File: config.mk
export PLATFORM = sky130hd
export DESIGN_NAME = two_wire_lcd_serializer_unit
export DESIGN_NICKNAME = d
export VERILOG_FILES = /design/src/sv/twlcd_pkg.sv /design/src/sv/two_wire_lcd_serializer_unit.sv
export SDC_FILE = /design/constraint.sdc
export NUM_CORES = 1
export LEC_CHECK = 0
export BUFFER_PORTS_ARGS = -buffer_cell sky130_fd_sc_hd__buf_2
export CAP_MARGIN = 0
export CORE_UTILIZATION = 30
export CTS_CLUSTER_DIAMETER = 40
export DETAILED_ROUTE_END_ITERATION = 16
export GPL_TIMING_DRIVEN = 0
export HOLD_SLACK_MARGIN = 0.03
export SETUP_SLACK_MARGIN = 0.05
export SYNTH_ARGS = -nofsm -noshare
export SYNTH_HDL_FRONTEND = slang
export SYNTH_SLANG_ARGS = --single-unit
export TNS_END_PERCENT = 20
File: constraint.sdc
create_clock -name clk -period 2.4 [get_ports clk]
set_input_delay 0.36 -clock clk [delete_from_list [all_inputs] [get_ports clk]]
set_output_delay 0.36 -clock clk [all_outputs]
set_load 0.02 [all_outputs]
File: src/sv/twlcd_pkg.sv
package twlcd_pkg;

  localparam int unsigned NibbleSteps  = 13;
  localparam int unsigned RequestSteps = 26;
  localparam int unsigned CountWidth   = 5;

  typedef logic [RequestSteps-1:0] frame_t;
  typedef logic [CountWidth-1:0]   count_t;

  // Actions
  localparam logic ACT_PUT_CHAR = 1'b0;
  localparam logic ACT_GOTO     = 1'b1;

  // Control characters with special handling
  localparam logic [7:0] CH_FORM_FEED = 8'h0C;
  localparam logic [7:0] CH_NEWLINE   = 8'h0A;
  localparam logic [7:0] CH_BACKSPACE = 8'h08;

  // LCD command bytes
  localparam logic [7:0] CMD_CLEAR      = 8'h01;
  localparam logic [7:0] CMD_LINE_TWO   = 8'hC0;
  localparam logic [7:0] CMD_CURSOR_LFT = 8'h10;
  localparam logic [7:0] CMD_SET_DDRAM  = 8'h80;
  localparam logic [6:0] LINE_TWO_BASE  = 7'h40;

  // Remaining-step counts: the two at which the enable pulse is issued, and the full count.
  localparam count_t CNT_HIGH_ENABLE = count_t'(NibbleSteps + 1);
  localparam count_t CNT_LOW_ENABLE  = count_t'(1);
  localparam count_t CNT_FULL        = count_t'(RequestSteps);

  // One nibble on the wire: six zeros, a one, rs, four data bits MSB first,
  // then the enable pulse, which drives the data line high.
  function automatic logic [NibbleSteps-1:0] nibble_frame(input logic rs,
                                                          input logic [3:0] nib);
    nibble_frame = {6'b000000, 1'b1, rs, nib, 1'b1};
  endfunction

  function automatic frame_t build_frame(input logic       action,
                                         input logic [7:0] character,
                                         input logic [5:0] column,
                                         input logic [1:0] row);
    logic [6:0] base;
    logic [6:0] addr;
    logic [7:0] byte_out;
    logic       rs;
    base = (row != 2'd1) ? LINE_TWO_BASE : 7'h00;
    addr = base + {1'b0, column} - 7'd1;
    rs   = 1'b0;
    if (action == ACT_GOTO) begin
      byte_out = CMD_SET_DDRAM | {1'b0, addr};
    end else if (character == CH_FORM_FEED) begin
      byte_out = CMD_CLEAR;
    end else if (character == CH_NEWLINE) begin
      byte_out = CMD_LINE_TWO;
    end else if (character == CH_BACKSPACE) begin
      byte_out = CMD_CURSOR_LFT;
    end else begin
      byte_out = character;
      rs       = 1'b1;
    end
    build_frame = {nibble_frame(rs, byte_out[7:4]), nibble_frame(rs, byte_out[3:0])};
  endfunction

endpackage

File: src/sv/two_wire_lcd_serializer_unit.sv
// Channel  | Handshake                 | Payload
// ---------+---------------------------+---------------------------------------
// request  | in_valid / in_ready       | action, character, column, row
// pin step | out_valid / out_ready     | data_level, strobe_kind, last_step
//
// Every request yields 26 pin-step transfers, one per cycle while out_ready is
// high; the 26-step frame shift register sets that figure. A request is
// decoded into its frame on transfer and held in a pending register, so the
// next request is taken while the current frame is still shifting out and
// frames follow with no gap. rst is synchronous and active high; it empties
// both the pending register and the shift register. A stall on out_ready
// freezes the current step.
module two_wire_lcd_serializer_unit
  import twlcd_pkg::*;
(
  input  logic       clk,
  input  logic       rst,
  input  logic       in_valid,
  output logic       in_ready,
  input  logic       action,
  input  logic [7:0] character,
  input  logic [5:0] column,
  input  logic [1:0] row,
  output logic       out_valid,
  input  logic       out_ready,
  output logic       data_level,
  output logic       strobe_kind,
  output logic       last_step
);

  // Pending frame, decoded from the request at its transfer.
  frame_t pend_frame;
  logic   pend_valid;

  // Frame being shifted out; step one sits in the top bit.
  frame_t frame_shift;
  count_t step_count;
  logic   busy;

  logic   load;
  logic   in_fire;

  // The shift register takes the pending frame when it is empty or when its
  // final step is being transferred in this cycle.
  assign load    = pend_valid && (!busy || (out_ready && step_count == CNT_LOW_ENABLE));
  assign in_ready = !pend_valid || load;
  assign in_fire = in_valid && in_ready;

  assign out_valid   = busy;
  assign data_level  = frame_shift[RequestSteps-1];
  assign strobe_kind = (step_count == CNT_HIGH_ENABLE) || (step_count == CNT_LOW_ENABLE);
  assign last_step   = (step_count == CNT_LOW_ENABLE);

  always_ff @(posedge clk) begin
    if (in_fire) begin
      pend_frame <= build_frame(action, character, column, row);
    end
    if (rst) begin
      pend_valid <= 1'b0;
    end else if (in_fire) begin
      pend_valid <= 1'b1;
    end else if (load) begin
      pend_valid <= 1'b0;
    end
  end

  always_ff @(posedge clk) begin
    if (rst) begin
      frame_shift <= '0;
      step_count  <= '0;
      busy        <= 1'b0;
    end else if (load) begin
      frame_shift <= pend_frame;
      step_count  <= CNT_FULL;
      busy        <= 1'b1;
    end else if (busy && out_ready) begin
      frame_shift <= {frame_shift[RequestSteps-2:0], 1'b0};
      step_count  <= step_count - count_t'(1);
      busy        <= (step_count != CNT_LOW_ENABLE);
    end
  end

`ifndef SYNTHESIS
  // The closing step of every request is an enable pulse.
  a_last_is_enable: assert property (@(posedge clk) disable iff (rst)
    out_valid && last_step |-> strobe_kind)
    else $error("last step is not an enable pulse");

  // While a frame is shifting, the count stays within one request.
  a_count_range: assert property (@(posedge clk) disable iff (rst)
    busy |-> (step_count != '0) && (step_count <= CNT_FULL))
    else $error("step count out of range while busy");

  // An idle shifter holds no remaining steps.
  a_idle_count: assert property (@(posedge clk) disable iff (rst)
    !busy |-> step_count == '0)
    else $error("step count non-zero while idle");

  // A load always starts a full frame on the next cycle.
  a_load_starts: assert property (@(posedge clk) disable iff (rst)
    load |=> busy && (step_count == CNT_FULL))
    else $error("load did not start a full frame");

  // Enable steps drive the data line high.
  a_enable_high: assert property (@(posedge clk) disable iff (rst)
    out_valid && strobe_kind |-> data_level)
    else $error("enable step with data line low");
`endif

endmodule
==> out/results.ini, run 1 <==
[grt]
grt_max_degree = 15
grt.total_usage_pct = 12.40
antenna_found_initial = 0
grt_pass1_vias = 1540
grt_pass1_wl_um = 7107
grt-ovfl-total = 0

[floorplanning]
die_y_um = 84.43
floorplan.core_area_um2 = 6459
ioPinCount = 26
fp.dieW_um = 84.43
fp-row-count = 29
dieArea_um2 = 7128
start_util_pct = 31.56

[clocking]
cts_buffer_depth = 2
cts_made_buffers = 5
clock-sinks = 42
root_buffer = clkbuf_8
clk_transition_reported_paths_ns = 0.09
clk-insertion-delay-late_ns = 0.30
hold_buffers = 0
tritoncts = built
h-tree-depth = 2

[pwr]
p_leak_nw = 0.8558
p_switching_w = 0.0004175
peakVddDrop_v = 0.0002104
p_int_w = 0.001071
combPwrFrac_pct = 15.4
powerDensity_nw_per_um2 = 616.9
switching_share_pct = 28.06
clockPowerShare_pct = 30.7
power_frac_seq_pct = 53.9

[synth]
yosys_warnings = 0
yosysTopAreaCell = dfxtp_1
seq_area_frac_synth_pct = 45.67
yosys.area.top_type_share_pct = 32.41
synth.net_count = 232
synth.mux.area_fraction_pct = 2.578
synth.distinct_cells = 45
synth_top_family_by_area = compound AO/OA/AOI/OAI gates
synthTopCellsByArea = dfxtp_1 (32%), edfxtp_1 (13%), a2111oi_2 (5.9%)
synth.cell_area_um2 = 2038
synth_compound_area_share_pct = 25.35
synthSimpleGateAreaFrac_pct = 14.12
ys_seq_elements = 42
synth_cells = 207
syn_avg_cell_area_um2 = 9.846
synthAdderAreaFrac_pct = 2.455
synthArstFlopShare_pct = 0
synth_flop_cell = dfxtp_1
synth-edff-count = 9
synth-xor-area-share_pct = 1.719

[sta]
tightestPinTransition_ns = 1.029
fmax_mhz = 441.7
setup_ws_ns = 0.1359
slew_headroom_pct = 30.41
clock_skew_ns = 0.01099
tns_ns = 0
finalSetupViolCount = 0
period_share_pct = 94.34
maxSlewViolCount = 0
rsz0062_at_grt = false
hold_viol_final = 0
period_needed_ns = 2.264

[route]
totalWireLength_um = 4296
met1_length_um = 2069
met2_length_um = 2010
drc = 2
post_drt_wl_per_cell_um = 13.26
ant_nets = 0
highest_layer = met4
dr_wl_met3_um = 195
first_pass_iters = 10
drtIter0Drc = 47
vias = 1676
viasPerCell = 5.173

[setup_path]
critPathRequiredTime_ns = 2.04
crit_fanout = 5
critPathLaunch = step_count[1]
critPathCapture = in_ready
worst_r2r_endpoint = pend_frame[17]
end_kind = output pin
path_class = flop to output pin
r2r_start = step_count[1]
start_kind = flop
cp.arrival_ns = 1.90
reg2reg_slack_ns = 0.15
reg2regPathDepth = 9

[placed_design]
io_buffers = 25
gp_congestion = 0.8028
dp_slack_ns = 0.1899
dp.final_hpwl_um = 2985

[outcome]
violations = design-rule violations
status = finished with violations

[finish]
nets = 271
final_layout_size_suffix_gt1_share_pct = 25.10
fillers = 659
syn_to_final_growth_pct = 18.35
diodes = 0

[job]
cap_violations = 0

[min_path]
holdCritPathClass = input pin to flop

==> placed cells by master, fill, tap and decap left out, drive strengths merged, types with 2 or more instances in the layout <==
| cell type | count |
|---|---|
| edfxtp | 9 |
| clkinv | 2 |
| inv | 25 |
| nand3 | 4 |
| nor4b | 2 |
| nand2 | 4 |
| nor2b | 2 |
| a21oi | 6 |
| or3 | 2 |
| mux2 | 2 |
| mux2i | 3 |
| clkbuf | 14 |
| a21o | 2 |
| or4b | 2 |
| a31oi | 3 |
| a211oi | 2 |
| a2111oi | 9 |
| xor2 | 2 |
| xnor2 | 2 |
| dfxtp | 33 |
| ha | 4 |
| a22o | 2 |
| nor2 | 4 |
| a311oi | 6 |
| o211ai | 3 |
| nor3 | 12 |
| o21ai | 3 |
| o32ai | 4 |
| o22ai | 18 |
| nand2b | 14 |
| buf | 36 |
==> critical path, stage by stage (launching register included) <==
cell	delay, ns
dfxtp_2	0.34
inv_2	0.07
ha_2	0.18
or4b_4	0.45
buf_6	0.14
o211ai_1	0.23
buf_4	0.19
==> Yosys cell counts, drive strengths merged, types with 4 or more instances <==
| master | count |
|---|---|
| a311oi | 6 |
| clkbuf | 9 |
| inv | 25 |
| nor3 | 12 |
| nand2 | 4 |
| o32ai | 4 |
| buf | 4 |
| o22ai | 18 |
| a21oi | 6 |
| a2111oi | 9 |
| dfxtp | 33 |
| nor2 | 4 |
| nand2b | 14 |
| nand3 | 4 |
| edfxtp | 9 |
| ha | 4 |
==> registers in the layout (all words and copies together), names as in the netlist <==
name / count
out_valid: 1
pend_valid: 1
step_count: 5
pend_frame: 9
frame_shift: 26
==> through the flow <==
stage	total power (W)	cell area, um^2	hold WS (ns)	util (%)	std cells
4_1_cts	0.001480	2365	0.2948	36.61	319
2_1_floorplan	0.0009678	2041	0.4344	-	207
6_report	0.001488	2412	0.2947	37.35	324
5_1_grt	0.001563	2412	0.2942	37.35	324
3_3_place_gp	0.001032	2262	0.4525	35.03	309
3_5_place_dp	0.001036	2262	0.4536	35.03	309
==> cell type report <==
cell class / instances / area (um^2) / area share, %
buffer: 12 / 61.31 / 2.541
clock buffer: 5 / 68.82 / 2.853
clock inverter: 3 / 16.27 / 0.6743
inverter: 25 / 98.84 / 4.098
multi-input combinational: 127 / 950.9 / 39.42
sequential: 42 / 932.1 / 38.64
tap: 77 / 96.34 / 3.994
timing repair buffer: 33 / 187.7 / 7.780
==> power groups by stage <==
stage                     combinational (W)  clock [W]  sequential, W
after detailed placement           0.000221          0       0.000815
after floorplan                    0.000159          0       0.000809
final                              0.000230   0.000457       0.000802
after global placement             0.000218          0       0.000815
after CTS                          0.000223   0.000458       0.000799
after global routing               0.000257   0.000500       0.000807
==> per-layer routing <==
metal,vias up,global-route usage [%]
li1,854,-
met1,784,15.37
met2,34,20.86
met3,4,3.933
met4,0,3.390
met5,-,0
==> cell families after synthesis <==
kind of cell,Yosys count
multiplexers,5
adder cells (fa/ha/maj),4
buffers and inverters,38
AO/OA/AOI/OAI,64
AND/OR/NAND/NOR,50
flip-flops,42
XOR/XNOR,4
==> how the worst min path moves through the flow <==
stage,depth (start not counted),startpoint,endpoint
after floorplan,2,frame_shift[0],frame_shift[0]
after global placement,2,frame_shift[5],frame_shift[6]
after detailed placement,2,frame_shift[0],frame_shift[0]
after CTS,3,in_valid,pend_valid
after global routing,3,in_valid,pend_valid
final,3,in_valid,pend_valid
==> repair_timing <==
item                                   4_1_cts  5_1_grt
pin swaps                                    1        1
gates resized for setup                      0        5
setup endpoints to repair                    1       10
setup buffers                                3        5
endpoints found under the hold margin        0        0
Note: power is estimated with default switching activity, not from simulation.
==> inputs of run 2 (changes only) <==
--- a/config.mk
+++ b/config.mk
@@ -7,11 +7,14 @@
 export LEC_CHECK = 0
 export BUFFER_PORTS_ARGS = -buffer_cell sky130_fd_sc_hd__buf_2
 export CAP_MARGIN = 0
-export CORE_UTILIZATION = 30
+export CELL_PAD_IN_SITES_DETAIL_PLACEMENT = 0
+export CELL_PAD_IN_SITES_GLOBAL_PLACEMENT = 1
+export CORE_UTILIZATION = 44
 export CTS_CLUSTER_DIAMETER = 40
 export DETAILED_ROUTE_END_ITERATION = 16
 export GPL_TIMING_DRIVEN = 0
 export HOLD_SLACK_MARGIN = 0.03
+export PLACE_DENSITY_LB_ADDON = 0.1
 export SETUP_SLACK_MARGIN = 0.05
 export SYNTH_ARGS = -nofsm -noshare
 export SYNTH_HDL_FRONTEND = slang
==> run 2 against run 1 <==
  * The run now ends clean
  * Critical path depth is the same
  * Wire length rose by 2.5%
  * Global-route usage grew 7.0 points
  * Critical endpoint unchanged
  * Setup slack better by 0.025 ns
  * Clock-buffer cell count up 1
  * Highest routed layer unchanged
  * Largest power group unchanged
  * Largest cell class unchanged
==> out/results.ini, run 2 (synthesized netlist as in run 1, its figures left out) <==
[floorplanning]
start_util_pct = 46.17  ; +15 points
fp.dieW_um = 70.06  ; -17%
ioPinCount = 26  ; unchanged
fp-row-count = 24  ; -17%
floorplan.core_area_um2 = 4414  ; -32%
dieArea_um2 = 4908  ; -31%
die_y_um = 70.06  ; -17%

[finish]
final_layout_size_suffix_gt1_share_pct = 24.28  ; -0.82 points
top_register = frame_shift
fin_cells = 295  ; -9.0%
layout_commonest_cell = dfxtp_1
nets = 267  ; -1.5%
largest_register_ffs = 26  ; unchanged
syn_to_final_growth_pct = 15.90
largestRegisters = frame_shift: 26 flops, pend_frame: 9 flops, step_count: 5 flops
final_cell_mix = dfxtp_1 (31), buf_2 (25), inv_1 (23)
fin_area_um2 = 2362  ; -2.1%
diodes = 0  ; unchanged

[clocking]
cts_made_buffers = 5  ; unchanged
clk_transition_reported_paths_ns = 0.08  ; about the same
h-tree-depth = 2  ; unchanged
cts_buffer_depth = 2  ; unchanged
hold_buffers = 0  ; unchanged
tritoncts = built
root_buffer = clkbuf_8
clk-insertion-delay-late_ns = 0.30  ; about the same
clock-sinks = 42  ; unchanged

[setup_path]
end_kind = output pin
cp_slowest_cell = or4b_4
cp_top_family = simple AND/OR/NAND/NOR gates
crit_fanout = 4  ; -1
crit_chain = inv_2, ha_2, or4b_4, buf_12, o211ai_1, buf_4
slowest_delay_ns = 0.47  ; +0.02 ns
path_class = flop to output pin
critPathRequiredTime_ns = 2.04  ; about the same
worst-path-buf-inv = 3  ; unchanged
cp.arrival_ns = 1.88  ; -0.02 ns
start_kind = flop

[min_path]
holdCritPathClass = input pin to flop

[grt]
grt_pass1_wl_um = 7472  ; +5.1%
antenna_found_initial = 0  ; unchanged
grt_max_degree = 15  ; unchanged
grt_pass1_vias = 1670  ; +8.4%
grt-ovfl-total = 0  ; unchanged
grt.total_usage_pct = 19.37  ; +7.0 points

[placed_design]
dp_cells = 284  ; -8.1%
io_buffers = 25  ; unchanged
gp_congestion = 0.7956  ; -0.90%
dp.final_hpwl_um = 3245  ; +8.7%
dpl_cell_area_um2 = 2231  ; -1.4%

[route]
post_drt_wl_per_cell_um = 14.93  ; +13%
totalWireLength_um = 4405  ; +2.5%
vias = 1695  ; +1.1%
ant_nets = 0  ; unchanged
first_pass_iters = 4  ; -6
viasPerCell = 5.746  ; +11%
drc = 0  ; -2
drtIter0Drc = 72  ; +53%

[outcome]
status = finished, final reports clean

[sta]
hold_viol_final = 0  ; unchanged
period_share_pct = 93.31  ; -1.0 points
fmax_mhz = 446.5  ; +1.1%
finalSetupViolCount = 0  ; unchanged
tns_ns = 0  ; unchanged
clock_skew_ns = 0.006774  ; -0.004220 ns
slew_headroom_pct = 31.15  ; +0.74 points
maxSlewViolCount = 0  ; unchanged
rsz0062_at_grt = false
period_needed_ns = 2.240  ; -0.02460 ns
tightestPinTransition_ns = 1.018  ; -0.01095 ns

[pwr]
peakVddDrop_v = 0.0002734  ; +30%
p_leak_nw = 0.8475  ; -0.98%
powerDensity_nw_per_um2 = 629.4  ; +2.0%
power_w = 0.001487  ; about the same

[job]
cap_violations = 0  ; unchanged

run 2: per-layer routing:
| metal | global-route usage [%] | share of wire [%] | vias up |
|---|---|---|---|
| li1 | - | - | 846 |
| met1 | 21.66 | 44 | 811 |
| met2 | 34.62 | 52 | 32 |
| met3 | 4.762 | 3.0 | 6 |
| met4 | 8.444 | 1.4 | 0 |
| met5 | 0 | 0 | - |
run 2: cell type report:
cell class              instances  area [um^2]
plain buffers                  12        70.07
clock buffers                   6        72.57
clock inverters                 2        13.76
fillers                       419         2052
inverters                      25        98.84
multi-input cells             127        950.9
flip-flops and latches         42        933.4
well taps                      52        65.06
repair buffers                 29        157.7
run 2: path summary, 6_finish.rpt:
check / from / endpoint / slack [ns] / cells after the start
setup / recovery: step_count[1] / in_ready / 0.16 / 6
hold reg to reg: frame_shift[5] / frame_shift[6] / 0.47 / 2
setup reg to reg: step_count[1] / pend_frame[16] / 0.26 / 8
hold / removal: in_valid / pend_valid / 0.31 / 3
run 2: worst reg2reg max path, delay by kind of cell (launching register included):
kind	cells	cell delay [ns]
AOI/OAI and AO/OA	1	0.21
adders and majority gates	1	0.17
buffers and inverters	4	0.45
DFF	1	0.34
and+or+nand+nor	2	0.68
run 2: where the power goes:
part,total (W),switching [W],leakage [nW],internal [W]
Combinational,0.000229,0.000130,0.445,0.0000992
Sequential,0.000803,0.0000335,0.358,0.000769
Clock,0.000455,0.000250,0.0452,0.000205
run 2: metrics by stage:
step | util, % | hold slack [ns] | setup WS [ns]
floorplan | - | 0.4344 | 0.06258
global placement | 50.54 | 0.4564 | 0.2258
detailed placement | 50.54 | 0.4581 | 0.1681
CTS | 52.61 | 0.3063 | 0.1104
global route | 53.51 | 0.3128 | 0.07018
finish | 53.51 | 0.3107 | 0.1605
run 2: what timing repair did:
action                                  CTS  global route
setup buffers                             1             3
endpoints found under the setup margin    1             1
gates resized for setup                   1             7
pin swaps                                 1             1
